**src/sv/kmss_pkg.sv**
```systemverilog
`default_nettype none

package kmss_pkg;

   localparam int MAX_PATTERN_DEF = 64;

   localparam int SYMBOL_W   = 8;
   localparam int SLOT_W     = 6;
   localparam int SEQ_W      = 16;
   localparam int POS_W      = 32;
   localparam int CFG_W      = 7;
   localparam int CSR_INDEX_W = 1;
   localparam int REQ_DATA_W = 32;
   localparam int RSP_DATA_W = 48;

   localparam logic [SYMBOL_W-1:0] CASE_OFFSET = 8'd32;

   localparam logic [CSR_INDEX_W-1:0] REG_MISMATCH_LIMIT = 1'd0;
   localparam logic [CSR_INDEX_W-1:0] REG_PATTERN_LENGTH = 1'd1;

   localparam logic MODE_PATTERN  = 1'b0;
   localparam logic MODE_SEQUENCE = 1'b1;

   typedef struct packed {
      logic                shift;
      logic [SYMBOL_W-1:0] pat_data;
   } cell_ctl_type;

   // A lowercase text byte also matches its uppercase pattern byte.
   function automatic logic sym_match(input logic [SYMBOL_W-1:0] p,
                                      input logic [SYMBOL_W-1:0] t);
      logic eq;
      logic folded;
      eq     = (p == t);
      folded = (t >= CASE_OFFSET) && (p == (t - CASE_OFFSET));
      return eq || folded;
   endfunction

endpackage

`default_nettype wire

```
**src/sv/kmss_cell.sv**
```systemverilog
`default_nettype none

module kmss_cell (
   input  wire logic                           clock,
   input  wire logic                           reset,
   input  wire kmss_pkg::cell_ctl_type         ctl,
   input  wire logic [kmss_pkg::SYMBOL_W-1:0]  text_in,
   input  wire logic                           pat_we,
   input  wire logic                           active,
   output logic      [kmss_pkg::SYMBOL_W-1:0]  text_out,
   output logic                                miss
);

   logic [kmss_pkg::SYMBOL_W-1:0] tw_ff;
   logic [kmss_pkg::SYMBOL_W-1:0] tw_in;
   logic [kmss_pkg::SYMBOL_W-1:0] pr_ff;
   logic [kmss_pkg::SYMBOL_W-1:0] pr_in;

   always_comb begin
      tw_in = ctl.shift ? text_in : tw_ff;
      pr_in = pat_we ? ctl.pat_data : pr_ff;
   end

   always_ff @(posedge clock) begin
      if (reset) begin
         tw_ff <= '0;
      end else begin
         tw_ff <= tw_in;
      end
   end

   always_ff @(posedge clock) begin
      pr_ff <= pr_in;
   end

   assign text_out = tw_ff;
   assign miss     = active && !kmss_pkg::sym_match(pr_ff, tw_ff);

endmodule

`default_nettype wire

```
**src/sv/kmss_sum_tree.sv**
```systemverilog
`default_nettype none

module kmss_sum_tree #(
   parameter int N  = kmss_pkg::MAX_PATTERN_DEF,
   parameter int CW = $clog2(kmss_pkg::MAX_PATTERN_DEF + 1)
) (
   input  wire logic          clock,
   input  wire logic [N-1:0]  bits,
   output logic      [CW-1:0] sum
);

   localparam int LV = (N > 1) ? $clog2(N) : 0;
   localparam int P  = 1 << LV;

   logic [CW-1:0] node_ff [LV+1][P];

   genvar i;
   genvar l;

   for (i = 0; i < P; i++) begin : g_leaf
      if (i < N) begin : g_used
         always_ff @(posedge clock) begin
            node_ff[0][i] <= CW'(bits[i]);
         end
      end else begin : g_pad
         always_ff @(posedge clock) begin
            node_ff[0][i] <= '0;
         end
      end
   end

   for (l = 1; l <= LV; l++) begin : g_level
      for (i = 0; i < (P >> l); i++) begin : g_node
         always_ff @(posedge clock) begin
            node_ff[l][i] <= node_ff[l-1][2*i] + node_ff[l-1][2*i+1];
         end
      end
   end

   assign sum = node_ff[LV][0];

endmodule

`default_nettype wire

```
**src/sv/k_mismatch_sequence_search_core.sv**
```systemverilog
`default_nettype none

// The core holds a pattern of up to MAX_PATTERN bytes and scans a stream of
// sequence bytes, reporting every window that lies inside one sequence and
// differs from the pattern in at most mismatch_limit places (a lowercase text
// byte matches its uppercase pattern byte). Hits leave in ascending start
// order. A row of cells holds the text window and the pattern aligned to it;
// all cells compare at once and a registered adder tree counts mismatches.
// A pattern byte load does not hold off the next item. A sequence byte holds
// off the next item until its mismatch count has left the adder tree, and
// longer while a hit waits for the result register to drain. A write to
// pattern_length realigns the pattern cells from the pattern memory, one cell
// a cycle, and holds off items until the last cell has been written.
module k_mismatch_sequence_search_core #(
   parameter int MAX_PATTERN = kmss_pkg::MAX_PATTERN_DEF
) (
   input  wire logic                                clock,
   input  wire logic                                reset,
   input  wire logic                                req_tvalid,
   output logic                                     req_tready,
   // symbol[7:0], pattern_slot[13:8], new_sequence[14], sequence_index[30:15]
   input  wire logic [kmss_pkg::REQ_DATA_W-1:0]     req_tdata,
   // mode[0]
   input  wire logic                                req_tuser,
   output logic                                     rsp_tvalid,
   input  wire logic                                rsp_tready,
   // hit_sequence[15:0], hit_position[47:16]
   output logic      [kmss_pkg::RSP_DATA_W-1:0]     rsp_tdata,
   input  wire logic                                csr_valid,
   output logic                                     csr_ready,
   input  wire logic [kmss_pkg::CSR_INDEX_W-1:0]    csr_index,
   input  wire logic [kmss_pkg::CFG_W-1:0]          csr_data
);

   localparam int LV = (MAX_PATTERN > 1) ? $clog2(MAX_PATTERN) : 0;
   localparam int PD = LV + 2;
   localparam int CW = $clog2(MAX_PATTERN + 1);
   localparam int AW = (MAX_PATTERN > 1) ? $clog2(MAX_PATTERN) : 1;

   logic                            mode;
   logic [kmss_pkg::SYMBOL_W-1:0]   sym;
   logic [kmss_pkg::SLOT_W-1:0]     slot;
   logic                            fresh;
   logic [kmss_pkg::SEQ_W-1:0]      seqi;

   assign mode  = req_tuser;
   assign sym   = req_tdata[7:0];
   assign slot  = req_tdata[13:8];
   assign fresh = req_tdata[14];
   assign seqi  = req_tdata[30:15];

   logic [kmss_pkg::CFG_W-1:0]  limit_ff, limit_in;
   logic [kmss_pkg::CFG_W-1:0]  lenr_ff, lenr_in;
   logic [kmss_pkg::POS_W-1:0]  cnt_ff, cnt_in;
   logic [kmss_pkg::SEQ_W-1:0]  seq_ff, seq_in;
   logic                        skip_ff, skip_in;
   logic                        elig_ff, elig_in;
   logic [kmss_pkg::POS_W-1:0]  pos_ff, pos_in;
   logic [PD-1:0]               pipe_vld_ff, pipe_vld_in;
   logic                        sweep_ff, sweep_in;
   logic [CW-1:0]               sweep_cnt_ff, sweep_cnt_in;
   logic                        wr_pend_ff, wr_pend_in;
   logic [AW-1:0]               wr_idx_ff, wr_idx_in;
   logic [kmss_pkg::SYMBOL_W-1:0] p_rd_ff;
   logic [kmss_pkg::SYMBOL_W-1:0] p_mem [MAX_PATTERN];
   logic                        rsp_valid_ff, rsp_valid_in;
   logic [kmss_pkg::SEQ_W-1:0]  rsp_seq_ff, rsp_seq_in;
   logic [kmss_pkg::POS_W-1:0]  rsp_pos_ff, rsp_pos_in;
   logic                        park_valid_ff, park_valid_in;

   logic                        busy;
   logic                        req_acc;
   logic                        seq_acc;
   logic                        pat_acc;
   logic [CW-1:0]               len_used;
   logic [kmss_pkg::POS_W-1:0]  cnt_base;
   logic                        cnt_full;
   logic                        slot_in_mem;
   logic                        slot_in_len;
   logic [31:0]                 pat_cell_full;
   logic [AW-1:0]               pat_cell_idx;
   logic [31:0]                 sweep_addr_full;
   logic [AW-1:0]               sweep_addr;
   logic [AW-1:0]               slot_addr;
   logic                        rsp_take;
   logic                        out_free;
   logic                        hit;
   logic [CW-1:0]               tree_sum;

   kmss_pkg::cell_ctl_type      cell_ctl;
   logic [kmss_pkg::SYMBOL_W-1:0] cell_text [MAX_PATTERN];
   logic [MAX_PATTERN-1:0]      cell_we;
   logic [MAX_PATTERN-1:0]      cell_active;
   logic [MAX_PATTERN-1:0]      cell_miss;

   always_comb begin
      if (lenr_ff == '0) begin
         len_used = CW'(1);
      end else if (32'(lenr_ff) > MAX_PATTERN) begin
         len_used = CW'(MAX_PATTERN);
      end else begin
         len_used = CW'(lenr_ff);
      end
   end

   assign busy       = (|pipe_vld_ff) || park_valid_ff || sweep_ff || wr_pend_ff;
   assign req_tready = !busy;
   assign req_acc    = req_tvalid && !busy;
   assign seq_acc    = req_acc && (mode == kmss_pkg::MODE_SEQUENCE);
   assign pat_acc    = req_acc && (mode == kmss_pkg::MODE_PATTERN);
   assign csr_ready  = 1'b1;

   assign slot_in_mem     = 32'(slot) < MAX_PATTERN;
   assign slot_in_len     = 32'(slot) < 32'(len_used);
   assign pat_cell_full   = 32'(len_used) - 32'd1 - 32'(slot);
   assign pat_cell_idx    = pat_cell_full[AW-1:0];
   assign sweep_addr_full = 32'(len_used) - 32'd1 - 32'(sweep_cnt_ff);
   assign sweep_addr      = sweep_addr_full[AW-1:0];
   assign slot_addr       = AW'(slot);

   assign cnt_base = fresh ? '0 : cnt_ff;
   assign cnt_full = (cnt_base == '1);

   assign rsp_take = rsp_valid_ff && rsp_tready;
   assign out_free = !rsp_valid_ff || rsp_take;
   assign hit      = pipe_vld_ff[PD-1] && elig_ff && (32'(tree_sum) <= 32'(limit_ff));

   always_comb begin
      limit_in = limit_ff;
      lenr_in  = lenr_ff;
      if (csr_valid) begin
         unique case (csr_index)
            kmss_pkg::REG_MISMATCH_LIMIT: limit_in = csr_data;
            kmss_pkg::REG_PATTERN_LENGTH: lenr_in  = csr_data;
         endcase
      end
   end

   always_comb begin
      cnt_in  = cnt_ff;
      seq_in  = seq_ff;
      skip_in = skip_ff;
      if (seq_acc) begin
         if (fresh) begin
            seq_in = seqi;
         end
         cnt_in  = cnt_full ? cnt_base : cnt_base + 32'd1;
         skip_in = cnt_full;
      end
      pipe_vld_in = {pipe_vld_ff[PD-2:0], seq_acc};
      elig_in     = elig_ff;
      pos_in      = pos_ff;
      if (pipe_vld_ff[0]) begin
         elig_in = !skip_ff && (32'(len_used) <= cnt_ff);
         pos_in  = cnt_ff - 32'(len_used);
      end
   end

   always_comb begin
      sweep_in     = sweep_ff;
      sweep_cnt_in = sweep_cnt_ff;
      wr_pend_in   = 1'b0;
      wr_idx_in    = wr_idx_ff;
      if (csr_valid && (csr_index == kmss_pkg::REG_PATTERN_LENGTH)) begin
         sweep_in     = 1'b1;
         sweep_cnt_in = '0;
      end else if (sweep_ff) begin
         wr_pend_in   = 1'b1;
         wr_idx_in    = AW'(sweep_cnt_ff);
         sweep_cnt_in = sweep_cnt_ff + CW'(1);
         if ((32'(sweep_cnt_ff) + 32'd1) >= 32'(len_used)) begin
            sweep_in = 1'b0;
         end
      end
   end

   always_comb begin
      rsp_valid_in  = rsp_valid_ff;
      rsp_seq_in    = rsp_seq_ff;
      rsp_pos_in    = rsp_pos_ff;
      park_valid_in = park_valid_ff;
      if (rsp_take) begin
         rsp_valid_in = 1'b0;
      end
      if (hit) begin
         if (out_free) begin
            rsp_valid_in = 1'b1;
            rsp_seq_in   = seq_ff;
            rsp_pos_in   = pos_ff;
         end else begin
            park_valid_in = 1'b1;
         end
      end else if (park_valid_ff && out_free) begin
         rsp_valid_in  = 1'b1;
         rsp_seq_in    = seq_ff;
         rsp_pos_in    = pos_ff;
         park_valid_in = 1'b0;
      end
   end

   always_ff @(posedge clock) begin
      if (reset) begin
         limit_ff      <= '0;
         lenr_ff       <= kmss_pkg::CFG_W'(1);
         cnt_ff        <= '0;
         seq_ff        <= '0;
         skip_ff       <= 1'b0;
         pipe_vld_ff   <= '0;
         sweep_ff      <= 1'b0;
         sweep_cnt_ff  <= '0;
         wr_pend_ff    <= 1'b0;
         rsp_valid_ff  <= 1'b0;
         park_valid_ff <= 1'b0;
      end else begin
         limit_ff      <= limit_in;
         lenr_ff       <= lenr_in;
         cnt_ff        <= cnt_in;
         seq_ff        <= seq_in;
         skip_ff       <= skip_in;
         pipe_vld_ff   <= pipe_vld_in;
         sweep_ff      <= sweep_in;
         sweep_cnt_ff  <= sweep_cnt_in;
         wr_pend_ff    <= wr_pend_in;
         rsp_valid_ff  <= rsp_valid_in;
         park_valid_ff <= park_valid_in;
      end
   end

   always_ff @(posedge clock) begin
      elig_ff    <= elig_in;
      pos_ff     <= pos_in;
      wr_idx_ff  <= wr_idx_in;
      rsp_seq_ff <= rsp_seq_in;
      rsp_pos_ff <= rsp_pos_in;
   end

   always_ff @(posedge clock) begin
      if (pat_acc && slot_in_mem) begin
         p_mem[slot_addr] <= sym;
      end
      p_rd_ff <= p_mem[sweep_addr];
   end

   assign cell_ctl.shift    = seq_acc;
   assign cell_ctl.pat_data = wr_pend_ff ? p_rd_ff : sym;

   genvar j;
   for (j = 0; j < MAX_PATTERN; j++) begin : g_cell
      logic [kmss_pkg::SYMBOL_W-1:0] text_in;

      if (j == 0) begin : g_head
         assign text_in = sym;
      end else begin : g_link
         assign text_in = cell_text[j-1];
      end

      assign cell_we[j] = (pat_acc && slot_in_len && (32'(pat_cell_idx) == j))
                          || (wr_pend_ff && (32'(wr_idx_ff) == j));
      assign cell_active[j] = j < 32'(len_used);

      kmss_cell u_cell (
         .clock    (clock),
         .reset    (reset),
         .ctl      (cell_ctl),
         .text_in  (text_in),
         .pat_we   (cell_we[j]),
         .active   (cell_active[j]),
         .text_out (cell_text[j]),
         .miss     (cell_miss[j])
      );
   end

   kmss_sum_tree #(
      .N  (MAX_PATTERN),
      .CW (CW)
   ) u_sum_tree (
      .clock (clock),
      .bits  (cell_miss),
      .sum   (tree_sum)
   );

   assign rsp_tvalid = rsp_valid_ff;
   assign rsp_tdata  = {rsp_pos_ff, rsp_seq_ff};

endmodule

`default_nettype wire
```
**config.mk**
```make
export PLATFORM = sky130hd
export DESIGN_NAME = k_mismatch_sequence_search_core
export DESIGN_NICKNAME = d
export VERILOG_FILES = /design/src/sv/kmss_pkg.sv /design/src/sv/kmss_cell.sv /design/src/sv/kmss_sum_tree.sv /design/src/sv/k_mismatch_sequence_search_core.sv
export SDC_FILE = /design/constraint.sdc
export NUM_CORES = 2
export LEC_CHECK = 0
export ABC_AREA = 1
export BUFFER_PORTS_ARGS = -buffer_cell sky130_fd_sc_hd__buf_2
export CAP_MARGIN = 20
export CORE_ASPECT_RATIO = 0.5
export CORE_MARGIN = 2
export CORE_UTILIZATION = 38
export CTS_BUF_LIST = sky130_fd_sc_hd__clkbuf_4 sky130_fd_sc_hd__clkbuf_8
export CTS_CLUSTER_SIZE = 28
export DETAILED_ROUTE_END_ITERATION = 6
export PLACE_DENSITY = 0.62
export SYNTH_ARGS = -nofsm -noshare
export SYNTH_HDL_FRONTEND = slang
export SYNTH_SLANG_ARGS = --single-unit
```
**constraint.sdc**
```tcl
create_clock -name clock -period 9.9 [get_ports clock]
set_clock_uncertainty 0.15 [all_clocks]
set_input_delay 1.98 -clock clock [delete_from_list [all_inputs] [get_ports clock]]
set_output_delay 1.98 -clock clock [all_outputs]
set_load 0.1 [all_outputs]
```
==> summary.txt <==
Global route
  – Overall Global Routing Usage: 17.9%
  – Total grt overflow: 0
  – Largest net degree at the start of global routing: 240
  – First-pass GRT wire length: 313 mm
  – Vias in the first global route: 54.2k
  – Initial antenna violation count: 15

CTS
  – Clock Latency Late Sink: 0.97 ns
  – Clk slew on worst S/H paths: 0.07 ns
  – Root Driver: clkbuf_8
  – Post_cts resized: 0
  – Setup bufs post-CTS: 0
  – Num CTS Buffers: 296
  – Hold Buf Count CTS: 0
  – Clk buf depth: 4
  – CTS tree: done
  – H-tree levels: 5
  – Clock Sinks: 1960

Timing
  – Period minus WS final: 5.86 ns
  – Fin Setup TNS: 0 ns
  – Max Fclk: 171 MHz
  – Slew at the pin closest to its max-slew limit: 1.25 ns
  – PnR worst setup slack: 4.04 ns
  – Worst rel slew slack: 16.7%
  – Fin crit share: 59.2%
  – Max-slew violation count: 0
  – RSZ-0062 raised after global routing: no
  – Final setup fails: 0
  – Hold Fails Final Rpt: 0

Logic synthesis
  – Post-synthesis cell count: 7973
  – Cell Area, Synth: 82500 sq um
  – FFs w/ async S/R, synth: 0%
  – Yosys cell types: 63
  – Net count after synthesis: 8260
  – Post-synth EDFFs: 1111
  – Sequential element share of the synthesized area: 61.0%
  – Post-synthesis area per instance: 10.4 sq um
  – Synth top area share: 40.4%
  – Seq cells post-synth: 1960
  – Most used flip-flop cell after synthesis: edfxtp_1
  – Top area cells in the synthesized netlist: edfxtp_1 (40%), dfxtp_1 (21%), nor2_1 (5.5%)
  – Yosys warning count: 0
  – Yosys top cell by area: edfxtp_1

Finish
  – Layout cells sized above 1: 9.77%
  – Fin nets: 8380
  – Multi-input logic area: 28100 sq um
  – Area growth, synth to finish: 10.8%
  – Register area: 50400 sq um
  – # fillers: 20.4k

Setup path
  – Largest stage delay, worst path: 0.73 ns
  – Worst setup EP type: flip-flop
  – Crit path kind: flip-flop to flip-flop
  – Buf/Inv on CP: 6
  – CP cell instances: inv_4 -> nand2_1 -> nand2_1 -> inv_2 -> ha_1 -> inv_1 -> fa_4 -> buf_4 -> inv_4 -> buf_4 -> nor2_1 -> o21ai_0 -> nand3_1 -> nand2_1 -> nand2_1 -> nand3_1 -> nand2_1 -> nand2_1 -> nand2_1
  – Worst Path Required: 10.58 ns
  – CP max-delay cell: dfxtp_1
  – CP most frequent cell: nand2_1
  – CP Launch Type: flip-flop
  – Top delay family on crit path: buffers and inverters
  – CP max FO: 79
  – Worst Path Arrival: 6.55 ns

Min path
  – Hold Path Class: flip-flop to flip-flop

Drt
  – DRC violations left: 0
  – Final wirelength: 203 mm
  – Initial DRC Count: 5588
  – DR vias: 56.2k
  – Via density: 5.01
  – DRT Pass-1 Iters: 6
  – Routed WL per cell: 18.2 um
  – DRT antenna net count: 0

Placement
  – I/O Buffers: 94
  – Final RePlAce weighted congestion: 0.900
  – Pre-CTS setup slack: 4.03 ns
  – Detailed Place HPWL: 127 mm

Power and ir drop
  – Cell Pwr Density: 213 nW/um^2
  – Tot Pwr: 19500 uW
  – Peak supply drop: 0.111 mV
  – Static Leak: 0.0354 uW

Floorplan
  – Die ar.: 221000 sq um
  – Die height: 334 um
  – Die W: 663 um
  – Site row count: 120
  – IO Count: 97
  – Initial Util: 38.4%
  – Core footprint: 215000 sq um

Run
  – Max-cap violation count: 0

Run status
  – Status: completed
[state kept, by name (all words and copies together) (netlist names), 8 cells and up]
signal                  count
cnt_ff                     32
g_cell.u_cell.pr_ff       512
g_cell.u_cell.text_out    512
p_mem                     512
p_rd_ff                     8
pipe_vld_ff                 8
pos_ff                     32
rsp_pos_ff                 32
rsp_seq_ff                 16
seq_ff                     16
u_sum_tree.node_ff        247
[power by group]
group	switching, uW	total [uW]	internal [uW]
Clock	3160	6820	3660
Sequential	292	9430	9140
Combinational	2180	3230	1050
[final cells by class]
class,instances,share of cell area (%)
multi-input cells,5057,30.7
diodes,6,0.0164
clock inverters,73,0.573
clock buffers,457,6.01
well taps,2867,3.92
repair buffers,159,1.12
flip-flops and latches,1960,55.1
inverters,619,2.58
[cells in the mapped netlist (12+ instances only)]
master,n
buf_2,91
xnor2_1,199
o21ai_2,17
nand2_1,902
nor2_1,1203
a31oi_1,17
fa_1,34
dfxtp_1,849
o21ai_1,79
nor4_1,17
nor3_1,67
o2111ai_1,28
nor2_2,12
o211ai_1,47
o21ai_0,816
a211oi_1,14
a21oi_2,24
a21oi_1,438
inv_1,605
clkbuf_1,150
o21bai_1,19
xor2_1,349
edfxtp_1,1111
ha_1,207
buf_4,39
nand3_2,32
buf_6,43
nand4_1,61
nand3_1,379
o22ai_1,28
[path summary, 6_finish.rpt]
| check | cells after the start | to | startpoint | slack, ns |
|---|---|---|---|---|
| max | 19 | p_rd_ff[5] | lenr_ff[6] | 4.04 |
| min | 1 | u_sum_tree.node_ff[0][428] | u_sum_tree.node_ff[0][95] | 0.24 |
| max reg2reg | 19 | p_rd_ff[5] | lenr_ff[6] | 4.04 |
| min reg2reg | 1 | u_sum_tree.node_ff[0][428] | u_sum_tree.node_ff[0][95] | 0.24 |
[routing by layer]
layer / part of all wire [%] / up-vias / track usage, %
li1: - / 27321 / -
met1: 46 / 26809 / 25.0
met2: 45 / 1668 / 28.5
met3: 7.0 / 356 / 3.21
met4: 2.4 / 0 / 5.21
met5: 0 / - / 0
[placed cells by master (no fill, tap or decap), types with 60 or more instances in the layout]
cell / count
xor2_1: 348
nand4_1: 61
xnor2_1: 199
ha_1: 206
buf_2: 93
nor2_1: 1203
clkbuf_8: 330
nor3_1: 64
clkbuf_4: 128
edfxtp_1: 1111
a21oi_1: 437
nand2_1: 894
nand3_1: 379
o21ai_0: 814
buf_4: 60
o21ai_1: 81
inv_1: 605
dfxtp_1: 849
[stage by stage]
stage | instance area, sq um | cells | hold slack (ns) | util, %
after floorplan | 82500 | 7973 | 0.250 | -
after global placement | 85300 | 10657 | 0.255 | 39.7
after detailed placement | 85300 | 10658 | 0.255 | 39.7
after CTS | 91300 | 11188 | 0.243 | 42.5
after global routing | 91400 | 11197 | 0.270 | 42.5
final | 91400 | 11198 | 0.244 | 42.5
[logic make-up after synthesis]
group           after synthesis  synth area share, %
compound gates             1549                 10.1
xor+xnor                    552                 5.91
fa+ha+maj                   241                 3.96
buf+inv                     956                 5.14
flops                      1960                 61.0
other cells                   1              0.00454
simple gates               2714                 13.8
(Power assumes the default switching activity.)
